===== config.mk =====
export PLATFORM = sky130hd
export DESIGN_NAME = dcdc_spur_free_divider_select
export DESIGN_NICKNAME = d
export VERILOG_FILES = /design/src/rtl/dcdcsel_pkg.sv /design/src/rtl/dcdcsel_div.sv /design/src/rtl/dcdc_spur_free_divider_select.sv
export VERILOG_INCLUDE_DIRS = /design/src /design/src/rtl
export SDC_FILE = /design/constraint.sdc
export NUM_CORES = 1
export LEC_CHECK = 0
export BUFFER_PORTS_ARGS = -buffer_cell sky130_fd_sc_hd__buf_2
export CAP_MARGIN = 20
export CORE_AREA = 4 4 440 333
export CTS_CLUSTER_SIZE = 40
export DETAILED_ROUTE_END_ITERATION = 10
export DIE_AREA = 0 0 444 337
export PLACE_DENSITY = 0.49
export SLEW_MARGIN = 10
export SYNTH_ARGS = -nofsm -noshare
export SYNTH_HDL_FRONTEND = slang
export SYNTH_SLANG_ARGS = --single-unit

===== constraint.sdc =====
create_clock -name clock -period 10.56 [get_ports clock]
set_input_delay 1.056 -clock clock [delete_from_list [all_inputs] [get_ports clock]]
set_output_delay 1.056 -clock clock [all_outputs]
set_load 0.03 [all_outputs]

===== src/rtl/dcdc_spur_free_divider_select_assert.svh =====
// ----------------------------------------------------------------------------
// dcdc_spur_free_divider_select_assert.svh
// assertion macros shared by the divider select block and its divide unit
// ----------------------------------------------------------------------------
`ifndef DCDC_SPUR_FREE_DIVIDER_SELECT_ASSERT_SVH
`define DCDC_SPUR_FREE_DIVIDER_SELECT_ASSERT_SVH

// same-cycle implication, sampled on clock, off during reset
`define DCDCSEL_ASSERT_COMB(label, ante, cons, msg) \
   label: assert property (@(posedge clock) disable iff (reset) (ante) |-> (cons)) \
      else $error(msg);

// next-cycle implication, sampled on clock, off during reset
`define DCDCSEL_ASSERT_NEXT(label, ante, cons, msg) \
   label: assert property (@(posedge clock) disable iff (reset) (ante) |=> (cons)) \
      else $error(msg);

`endif


===== src/rtl/dcdcsel_pkg.sv =====
// ----------------------------------------------------------------------------
// dcdcsel_pkg
// widths, register indexes, status codes and divide unit interface types
// ----------------------------------------------------------------------------
package dcdcsel_pkg;

   localparam int FREQ_W    = 32;
   localparam int DIVD_W    = FREQ_W + 1;
   localparam int DIDX_W    = 9;
   localparam int STATUS_W  = 2;
   localparam int CSR_IDX_W = 2;

   // configuration register indexes
   localparam logic [CSR_IDX_W-1:0] CSR_SYNC_FREQ = 2'd0;
   localparam logic [CSR_IDX_W-1:0] CSR_FREQ_MIN  = 2'd1;
   localparam logic [CSR_IDX_W-1:0] CSR_FREQ_MAX  = 2'd2;

   // result status codes
   localparam logic [STATUS_W-1:0] ST_FOUND     = 2'd0;
   localparam logic [STATUS_W-1:0] ST_NONE      = 2'd1;
   localparam logic [STATUS_W-1:0] ST_BAD_WIN   = 2'd2;
   localparam logic [STATUS_W-1:0] ST_BAD_RANGE = 2'd3;

   typedef struct packed {
      logic              start;
      logic [DIVD_W-1:0] dividend;
      logic [FREQ_W-1:0] divisor;
   } div_req_type;

   typedef struct packed {
      logic              busy;
      logic              done;
      logic [DIVD_W-1:0] quotient;
   } div_sts_type;

   // zero taken as one
   function automatic logic [FREQ_W-1:0] nonzero(input logic [FREQ_W-1:0] v);
      return (v == '0) ? FREQ_W'(1) : v;
   endfunction

endpackage


===== src/rtl/dcdcsel_div.sv =====
// ----------------------------------------------------------------------------
// dcdcsel_div
// restoring divider, one quotient bit per cycle, divisor must be nonzero
// ----------------------------------------------------------------------------
module dcdcsel_div (
   input  logic                      clock,
   input  logic                      reset,
   input  dcdcsel_pkg::div_req_type  div_req,
   output dcdcsel_pkg::div_sts_type  div_sts
);
   import dcdcsel_pkg::*;
   `include "dcdc_spur_free_divider_select_assert.svh"

   localparam int CNT_W = $clog2(DIVD_W + 1);

   logic [DIVD_W-1:0] acc_ff;
   logic [FREQ_W-1:0] rem_ff;
   logic [FREQ_W-1:0] dvs_ff;
   logic [CNT_W-1:0]  cnt_ff;
   logic              busy_ff;
   logic              done_ff;

   logic [DIVD_W-1:0] rem_sh;
   logic              ge;
   logic [FREQ_W-1:0] rem_in;

   always_comb begin
      rem_sh = {rem_ff, acc_ff[DIVD_W-1]};
      ge     = rem_sh >= {1'b0, dvs_ff};
      rem_in = ge ? FREQ_W'(rem_sh - {1'b0, dvs_ff}) : rem_sh[FREQ_W-1:0];
   end

   always_ff @(posedge clock) begin
      if (reset) begin
         busy_ff <= 1'b0;
         done_ff <= 1'b0;
         cnt_ff  <= '0;
      end else begin
         // done pulses once, right after the last quotient bit
         done_ff <= busy_ff && !div_req.start && (cnt_ff == CNT_W'(1));
         if (div_req.start) begin
            acc_ff  <= div_req.dividend;
            dvs_ff  <= div_req.divisor;
            rem_ff  <= '0;
            cnt_ff  <= CNT_W'(DIVD_W);
            busy_ff <= 1'b1;
         end else if (busy_ff) begin
            acc_ff <= {acc_ff[DIVD_W-2:0], ge};
            rem_ff <= rem_in;
            cnt_ff <= cnt_ff - 1'b1;
            if (cnt_ff == CNT_W'(1)) begin
               busy_ff <= 1'b0;
            end
         end
      end
   end

   assign div_sts = '{busy: busy_ff, done: done_ff, quotient: acc_ff};

   `DCDCSEL_ASSERT_COMB(a_div_done_idle, done_ff, !busy_ff, "divider done while busy")
   `DCDCSEL_ASSERT_NEXT(a_div_start_busy, div_req.start, busy_ff, "divider not busy after start")
   `DCDCSEL_ASSERT_NEXT(a_div_count_down, busy_ff && !div_req.start,
      cnt_ff == CNT_W'($past(cnt_ff) - 1'b1), "divider step count skipped")

endmodule


===== src/rtl/dcdc_spur_free_divider_select.sv =====
// ----------------------------------------------------------------------------
// dcdc_spur_free_divider_select
// picks the smallest dc-dc clock divider whose harmonics miss a receive window
// ----------------------------------------------------------------------------
// One item (window low/high edges in Hz) yields one result item. The block first
// forms the divider bounds round(sync_freq / dcdc_freq_max) and
// round(sync_freq / dcdc_freq_min), then walks the dividers from the smallest up,
// dividing sync_freq by each one and stepping harmonics 1 .. HARMONIC_LIMIT-1 of
// the result by repeated addition; a harmonic in the window moves the walk on to
// the next divider, until a divider is clear or the list ends. All divisions go
// through a single 33-step restoring divider; the harmonic walk for a divider
// stops early once a harmonic passes the window top. req_stall stays high from
// acceptance until the result is placed in the output register; the output
// register lets the next item be accepted while a result still waits on
// rsp_stall. Configuration writes are always taken (csr_ready is tied high) and
// must be made only while idle.
// ----------------------------------------------------------------------------
module dcdc_spur_free_divider_select #(
   parameter int MAX_DIVIDERS   = 256,
   parameter int HARMONIC_LIMIT = 50
) (
   input  logic                                clock,
   input  logic                                reset,
   // request items
   input  logic                                req_valid,
   output logic                                req_stall,
   input  logic [dcdcsel_pkg::FREQ_W-1:0]      req_window_low,
   input  logic [dcdcsel_pkg::FREQ_W-1:0]      req_window_high,
   // result items
   output logic                                rsp_valid,
   input  logic                                rsp_stall,
   output logic [dcdcsel_pkg::STATUS_W-1:0]    rsp_status,
   output logic [dcdcsel_pkg::FREQ_W-1:0]      rsp_chosen_divider,
   output logic [dcdcsel_pkg::FREQ_W-1:0]      rsp_switch_freq,
   output logic [dcdcsel_pkg::DIDX_W-1:0]      rsp_divider_index,
   // register writes
   input  logic                                csr_valid,
   output logic                                csr_ready,
   input  logic [dcdcsel_pkg::CSR_IDX_W-1:0]   csr_index,
   input  logic [dcdcsel_pkg::FREQ_W-1:0]      csr_data
);
   import dcdcsel_pkg::*;
   `include "dcdc_spur_free_divider_select_assert.svh"

   localparam int CW = $clog2(MAX_DIVIDERS);      // divider walk position
   localparam int HW = $clog2(HARMONIC_LIMIT);    // harmonic number
   localparam int PW = FREQ_W + HW;               // exact harmonic product

   typedef enum logic [2:0] {
      S_IDLE,
      S_DIV_HI,
      S_DIV_LO,
      S_RANGE,
      S_FS,
      S_HARM,
      S_OUT
   } state_type;

   // configuration registers
   logic [FREQ_W-1:0] sync_ff;
   logic [FREQ_W-1:0] fmin_ff;
   logic [FREQ_W-1:0] fmax_ff;

   // sequencer and working registers
   state_type         state_ff;
   logic [FREQ_W-1:0] lo_ff;
   logic [FREQ_W-1:0] hi_ff;
   logic [FREQ_W-1:0] dlarge_ff;
   logic [FREQ_W-1:0] dsmall_ff;
   logic [FREQ_W-1:0] d_ff;
   logic [FREQ_W-1:0] fs_ff;
   logic [CW-1:0]     count_ff;
   logic [CW-1:0]     idx_ff;
   logic [PW-1:0]     p_ff;
   logic [HW-1:0]     h_ff;
   div_req_type       div_req_ff;
   div_sts_type       div_sts;

   // pending result
   logic [STATUS_W-1:0] res_status_ff;
   logic [FREQ_W-1:0]   res_div_ff;
   logic [FREQ_W-1:0]   res_fs_ff;
   logic [DIDX_W-1:0]   res_idx_ff;

   // output register
   logic                rsp_valid_ff;
   logic [STATUS_W-1:0] rsp_status_ff;
   logic [FREQ_W-1:0]   rsp_chosen_divider_ff;
   logic [FREQ_W-1:0]   rsp_switch_freq_ff;
   logic [DIDX_W-1:0]   rsp_divider_index_ff;

   logic [FREQ_W-1:0] fmin_nz;
   logic [FREQ_W-1:0] fmax_nz;
   logic [FREQ_W-1:0] q_nz;
   logic [FREQ_W-1:0] diff;
   logic              range_bad;
   logic              win_bad;
   logic              p_hit;
   logic              p_above;
   logic              last_h;
   logic              last_d;
   logic              div_start_in;

   dcdcsel_div u_div (
      .clock   (clock),
      .reset   (reset),
      .div_req (div_req_ff),
      .div_sts (div_sts)
   );

   always_comb begin
      fmin_nz   = nonzero(fmin_ff);
      fmax_nz   = nonzero(fmax_ff);
      // rounded divider of zero is taken as one, covers the r < f case too
      q_nz      = nonzero(div_sts.quotient[FREQ_W-1:0]);
      diff      = dlarge_ff - dsmall_ff;
      range_bad = (dlarge_ff < dsmall_ff) || (diff >= FREQ_W'(MAX_DIVIDERS - 1));
      win_bad   = lo_ff >= hi_ff;
      p_hit     = (p_ff >= PW'(lo_ff)) && (p_ff <= PW'(hi_ff));
      // harmonics only grow, nothing further can hit once past the top edge
      p_above   = p_ff > PW'(hi_ff);
      last_h    = h_ff == HW'(HARMONIC_LIMIT - 1);
      last_d    = (idx_ff + CW'(1)) == count_ff;
      // sequencer steps that issue a new division
      div_start_in = ((state_ff == S_IDLE) && req_valid) ||
                     ((state_ff == S_DIV_HI) && div_sts.done) ||
                     ((state_ff == S_RANGE) && !range_bad && !win_bad) ||
                     ((state_ff == S_HARM) && p_hit && !last_d);
   end

   // configuration writes
   always_ff @(posedge clock) begin
      if (reset) begin
         sync_ff <= FREQ_W'(50000000);
         fmin_ff <= FREQ_W'(400000);
         fmax_ff <= FREQ_W'(1200000);
      end else if (csr_valid) begin
         case (csr_index)
            CSR_SYNC_FREQ: sync_ff <= csr_data;
            CSR_FREQ_MIN:  fmin_ff <= csr_data;
            CSR_FREQ_MAX:  fmax_ff <= csr_data;
            default: ;
         endcase
      end
   end

   // sequencer
   always_ff @(posedge clock) begin
      if (reset) begin
         state_ff         <= S_IDLE;
         div_req_ff.start <= 1'b0;
         rsp_valid_ff     <= 1'b0;
      end else begin
         div_req_ff.start <= div_start_in;
         // a taken result frees the output register unless a new one loads now
         if (rsp_valid_ff && !rsp_stall && (state_ff != S_OUT)) begin
            rsp_valid_ff <= 1'b0;
         end
         case (state_ff)
            S_IDLE: begin
               if (req_valid) begin
                  lo_ff               <= req_window_low;
                  hi_ff               <= req_window_high;
                  // large bound: sync over the low frequency limit, rounded
                  div_req_ff.dividend <= {1'b0, sync_ff} + DIVD_W'(fmin_nz >> 1);
                  div_req_ff.divisor  <= fmin_nz;
                  state_ff            <= S_DIV_HI;
               end
            end
            S_DIV_HI: begin
               if (div_sts.done) begin
                  dlarge_ff           <= q_nz;
                  div_req_ff.dividend <= {1'b0, sync_ff} + DIVD_W'(fmax_nz >> 1);
                  div_req_ff.divisor  <= fmax_nz;
                  state_ff            <= S_DIV_LO;
               end
            end
            S_DIV_LO: begin
               if (div_sts.done) begin
                  dsmall_ff <= q_nz;
                  state_ff  <= S_RANGE;
               end
            end
            S_RANGE: begin
               res_div_ff <= '0;
               res_fs_ff  <= '0;
               res_idx_ff <= '0;
               if (range_bad) begin
                  res_status_ff <= ST_BAD_RANGE;
                  state_ff      <= S_OUT;
               end else if (win_bad) begin
                  res_status_ff <= ST_BAD_WIN;
                  state_ff      <= S_OUT;
               end else begin
                  count_ff            <= CW'(diff + 1'b1);
                  idx_ff              <= '0;
                  d_ff                <= dsmall_ff;
                  div_req_ff.dividend <= {1'b0, sync_ff};
                  div_req_ff.divisor  <= dsmall_ff;
                  state_ff            <= S_FS;
               end
            end
            S_FS: begin
               if (div_sts.done) begin
                  fs_ff    <= div_sts.quotient[FREQ_W-1:0];
                  p_ff     <= PW'(div_sts.quotient[FREQ_W-1:0]);
                  h_ff     <= HW'(1);
                  state_ff <= S_HARM;
               end
            end
            S_HARM: begin
               if (p_hit) begin
                  // this divider puts a harmonic in the window, try the next one or, after the last, report none
                  if (last_d) begin
                     res_status_ff <= ST_NONE;
                     res_div_ff    <= '0;
                     res_fs_ff     <= '0;
                     res_idx_ff    <= DIDX_W'(count_ff);
                     state_ff      <= S_OUT;
                  end else begin
                     idx_ff              <= idx_ff + 1'b1;
                     d_ff                <= d_ff + 1'b1;
                     div_req_ff.dividend <= {1'b0, sync_ff};
                     div_req_ff.divisor  <= d_ff + 1'b1;
                     state_ff            <= S_FS;
                  end
               end else if (last_h || p_above) begin
                  res_status_ff <= ST_FOUND;
                  res_div_ff    <= d_ff;
                  res_fs_ff     <= fs_ff;
                  res_idx_ff    <= DIDX_W'(idx_ff);
                  state_ff      <= S_OUT;
               end else begin
                  p_ff <= p_ff + PW'(fs_ff);
                  h_ff <= h_ff + 1'b1;
               end
            end
            S_OUT: begin
               if (!rsp_valid_ff || !rsp_stall) begin
                  rsp_valid_ff          <= 1'b1;
                  rsp_status_ff         <= res_status_ff;
                  rsp_chosen_divider_ff <= res_div_ff;
                  rsp_switch_freq_ff    <= res_fs_ff;
                  rsp_divider_index_ff  <= res_idx_ff;
                  state_ff              <= S_IDLE;
               end
            end
            default: state_ff <= S_IDLE;
         endcase
      end
   end

   assign req_stall          = (state_ff != S_IDLE);
   assign csr_ready          = 1'b1;
   assign rsp_valid          = rsp_valid_ff;
   assign rsp_status         = rsp_status_ff;
   assign rsp_chosen_divider = rsp_chosen_divider_ff;
   assign rsp_switch_freq    = rsp_switch_freq_ff;
   assign rsp_divider_index  = rsp_divider_index_ff;

   `DCDCSEL_ASSERT_COMB(a_div_start_idle, div_req_ff.start, !div_sts.busy,
      "division started while divider busy")
   `DCDCSEL_ASSERT_COMB(a_found_nonzero, rsp_valid_ff && rsp_status_ff == ST_FOUND,
      rsp_chosen_divider_ff != '0, "found result with zero divider")
   `DCDCSEL_ASSERT_COMB(a_fail_zero, rsp_valid_ff && rsp_status_ff != ST_FOUND,
      rsp_chosen_divider_ff == '0 && rsp_switch_freq_ff == '0,
      "failed result carries divider or frequency")
   `DCDCSEL_ASSERT_NEXT(a_harm_step,
      state_ff == S_HARM && !p_hit && !last_h && !p_above,
      state_ff == S_HARM && h_ff == HW'($past(h_ff) + 1'b1), "harmonic step lost")

endmodule


==> metrics.cfg <==
[timing]
whs_ns=0.403
final-setup-viol-count=0
fin_skew_ns=0.0453
fin_crit_sh_pct=57.6
rsz0062_at_grt=false
tightest_slew_ns=1.12
timing.setup.tns_ns=0
layout_min_cycle_time_ns=6.08
maxSlewHeadroom_pct=23.3
drv_slew=0
worst_slack_ns=4.48
hold_viol=0
fmax_mhz=165

[layout]
fillers=14700
seq_area_mm2=0.0191
top_register=div_req_ff
largest_reg_flops=66
area_growth_pct=15.8
num-nets-final=3794
multi_input_area_mm2=0.0151
fin_util_pct=28.8
drive_above_1_share_pct=12.8
largestRegisters=div_req_ff: 66 flops, p_ff: 38 flops, u_div.acc_ff: 33 flops

[global_routing]
grt.overflow.total=0
first_global_vias=24700
track_usage_pct=15.0
grt_antenna_before_repair=19
grt_pass1_wl_um=168000
grt_max_degree=87

[routing]
drc=0
wl_um=115000
via_per_inst=4.77
ant_nets=0
vias=25900
drtIter0Drc=2438
route.detailed.wl_per_inst_um=21.2
drt_first_pass_iters=6

[yosys]
synth-edff-count=562
ys_warn_count=0
ys.flop_type=edfxtp_1
syn_area_mm2=0.0354
ys_ff_latch=671
seq_area_frac_synth_pct=53.9
postSynthAreaPerCell_um2=10.7
netlist_instances=3313
synth-async-reset-ratio_pct=0
yosysUniqueCellTypes=86
syn_nets=3650

[floorplanning]
placementRows=120
coreArea_mm2=0.142
boundaryPins=181
die_w_um=444
die_h_um=337
die_area_mm2=0.150
start_util_pct=24.9

[clock_tree]
clock_path_buffers=3
cts_setup_buffers=0
cts_tree=done
cts_htree_levels=3
cts_made_buffers=77
clk_latency_ns=0.69
clk_pin_slew_ns=0.06
cts_root_buf=clkbuf_16
cts-hold-fix-buffers=0
cts_sinks=671
cts_resized=0

[power_and_ir_drop]
power_density_mw_per_mm2=152
vdd_drop_max_mv=0.0970
p_leak_nw=15.4

[min_path]
min_path_cells=0
min_to=u_div.dvs_ff[7]
hold_class=register to register
hp-start=div_req_ff[7]

[critical_path]
cp-end-kind=register
r2r_slack_ns=4.48
cp_max_fo=35
crit_type=register to register
start_kind=register
worstReg2RegEnd=div_req_ff[63]
ff2ff_path_depth=17
reg2reg_from=state_ff[2]
crit_arrival_ns=6.51
cp_data_required_time_ns=11.00

[place]
pre_cts_slack_ns=4.74
dpl.hpwl_um=85600
gp_congestion=0.954
portBuffers=178

[status]
outcome=completed

[job]
cap_violations=0

[area by class of cell]
class	count	area share, %
Clock inverter	48	1.25
Multi-Input combinational cell	2305	36.9
Sequential cell	671	46.5
Timing Repair Buffer	211	2.78
Inverter	191	1.76
Clock buffer	92	4.97
Tap cell	1891	5.77
Antenna cell	12	0.0733
[report_power, final]
group	total [mW]	internal (mW)	switching, mW
Sequential	3.02	2.94	0.0809
Clock	2.76	1.60	1.16
Combinational	0.460	0.184	0.276
[layout by cell type, fill, tap and decap left out, types with 13 or more instances in the layout]
master	instances
and2_1	73
o21bai_1	14
nand2_1	426
clkinv_2	13
ha_1	230
nor2_1	195
a21oi_1	276
o211ai_1	25
a211oi_1	27
clkinv_1	13
nor2b_1	19
o21ai_0	165
o21a_1	28
edfxtp_1	562
mux2_2	67
buf_4	33
dfxtp_1	107
buf_2	178
o22ai_1	45
xnor2_1	74
nand3_1	86
o31ai_1	17
a21o_1	65
nand4_1	34
and3_1	29
mux2i_1	18
or3_1	17
clkbuf_16	79
xor2_1	75
nor3_1	43
nand2b_1	16
inv_1	188
nor4_1	35
a31oi_1	16
[cells by family after synthesis]
group / after synthesis / synth area share [%]
and+or+nand+nor: 1055 / 14.2
muxes: 85 / 2.64
DFF: 671 / 53.9
AOI/OAI and AO/OA: 780 / 13.6
xor gates and xnor gates: 149 / 3.69
adders and majority gates: 234 / 8.36
buffers and inverters: 337 / 3.66
other: 2 / 0.0212
[worst max-delay path by stage]
stage	start	to	slack, ns	depth (start not counted)
final	state_ff[2]	div_req_ff[63]	4.48	17
after CTS	state_ff[2]	div_req_ff[63]	4.68	17
after global placement	state_ff[2]	div_req_ff[63]	4.67	17
after global routing	state_ff[2]	div_req_ff[63]	4.13	17
after floorplan	dlarge_ff[0]	div_req_ff[0]	2.40	14
after detailed placement	state_ff[2]	div_req_ff[63]	4.74	17
[worst max-delay path, stage by stage (launching register included)]
cell and delay, ns:
dfxtp_1 0.30, buf_4 0.25, inv_1 0.34, nand2_1 0.70, nor2_2 0.25, buf_4 0.41, mux2_2 0.40, ha_1 0.29
a211oi_1 0.32, o21ai_0 0.23, a2111oi_0 0.86, o31ai_1 0.35, o21ai_0 0.36, o21ai_0 0.20, nor2b_1 0.15, nor3_1 0.09
a41oi_1 0.25, xnor2_1 0.08
[cells in the mapped netlist, types with 8 or more instances]
library cell / n / share of area, %
a2111oi_0: 8 / 0.20
a211oi_1: 29 / 0.62
a21boi_0: 11 / 0.23
a21o_1: 65 / 1.4
a21oi_1: 278 / 3.9
a31oi_1: 16 / 0.28
and2_1: 73 / 1.3
and3_1: 31 / 0.55
and4_1: 12 / 0.30
buf_1: 8 / 0.085
buf_2: 9 / 0.13
clkbuf_1: 123 / 1.3
dfxtp_1: 109 / 6.2
edfxtp_1: 562 / 48
ha_1: 230 / 8.1
inv_1: 189 / 2.0
mux2_2: 67 / 2.1
mux2i_1: 18 / 0.51
nand2_1: 426 / 4.5
nand2b_1: 16 / 0.28
nand3_1: 86 / 1.2
nand4_1: 34 / 0.60
nor2_1: 202 / 2.1
nor2b_1: 20 / 0.35
nor3_1: 43 / 0.61
nor4_1: 35 / 0.62
o2111ai_1: 9 / 0.22
o211ai_1: 25 / 0.53
o21a_1: 28 / 0.59
o21ai_0: 165 / 2.3
o21bai_1: 14 / 0.30
o22ai_1: 45 / 0.80
o31ai_1: 17 / 0.36
or2_2: 10 / 0.18
or3_1: 17 / 0.30
xnor2_1: 74 / 1.8
xor2_1: 75 / 1.9
[per-layer routing]
metal  track usage (%)  wire [um]
met3              4.42       9620
met5             0.571        184
met1              21.4      54400
met4              4.77       3560
met2              21.6      47100
[stage by stage]
stage          cells  power [mW]  area, um^2
6_report        5421        6.24       41000
5_1_grt         5411        6.49       41000
4_1_cts         5409        6.33       41000
3_5_place_dp    5269        3.53       38400
3_3_place_gp    5269        3.53       38400
2_1_floorplan   3313        3.36       35400
Power figures use the tool's default switching activity.
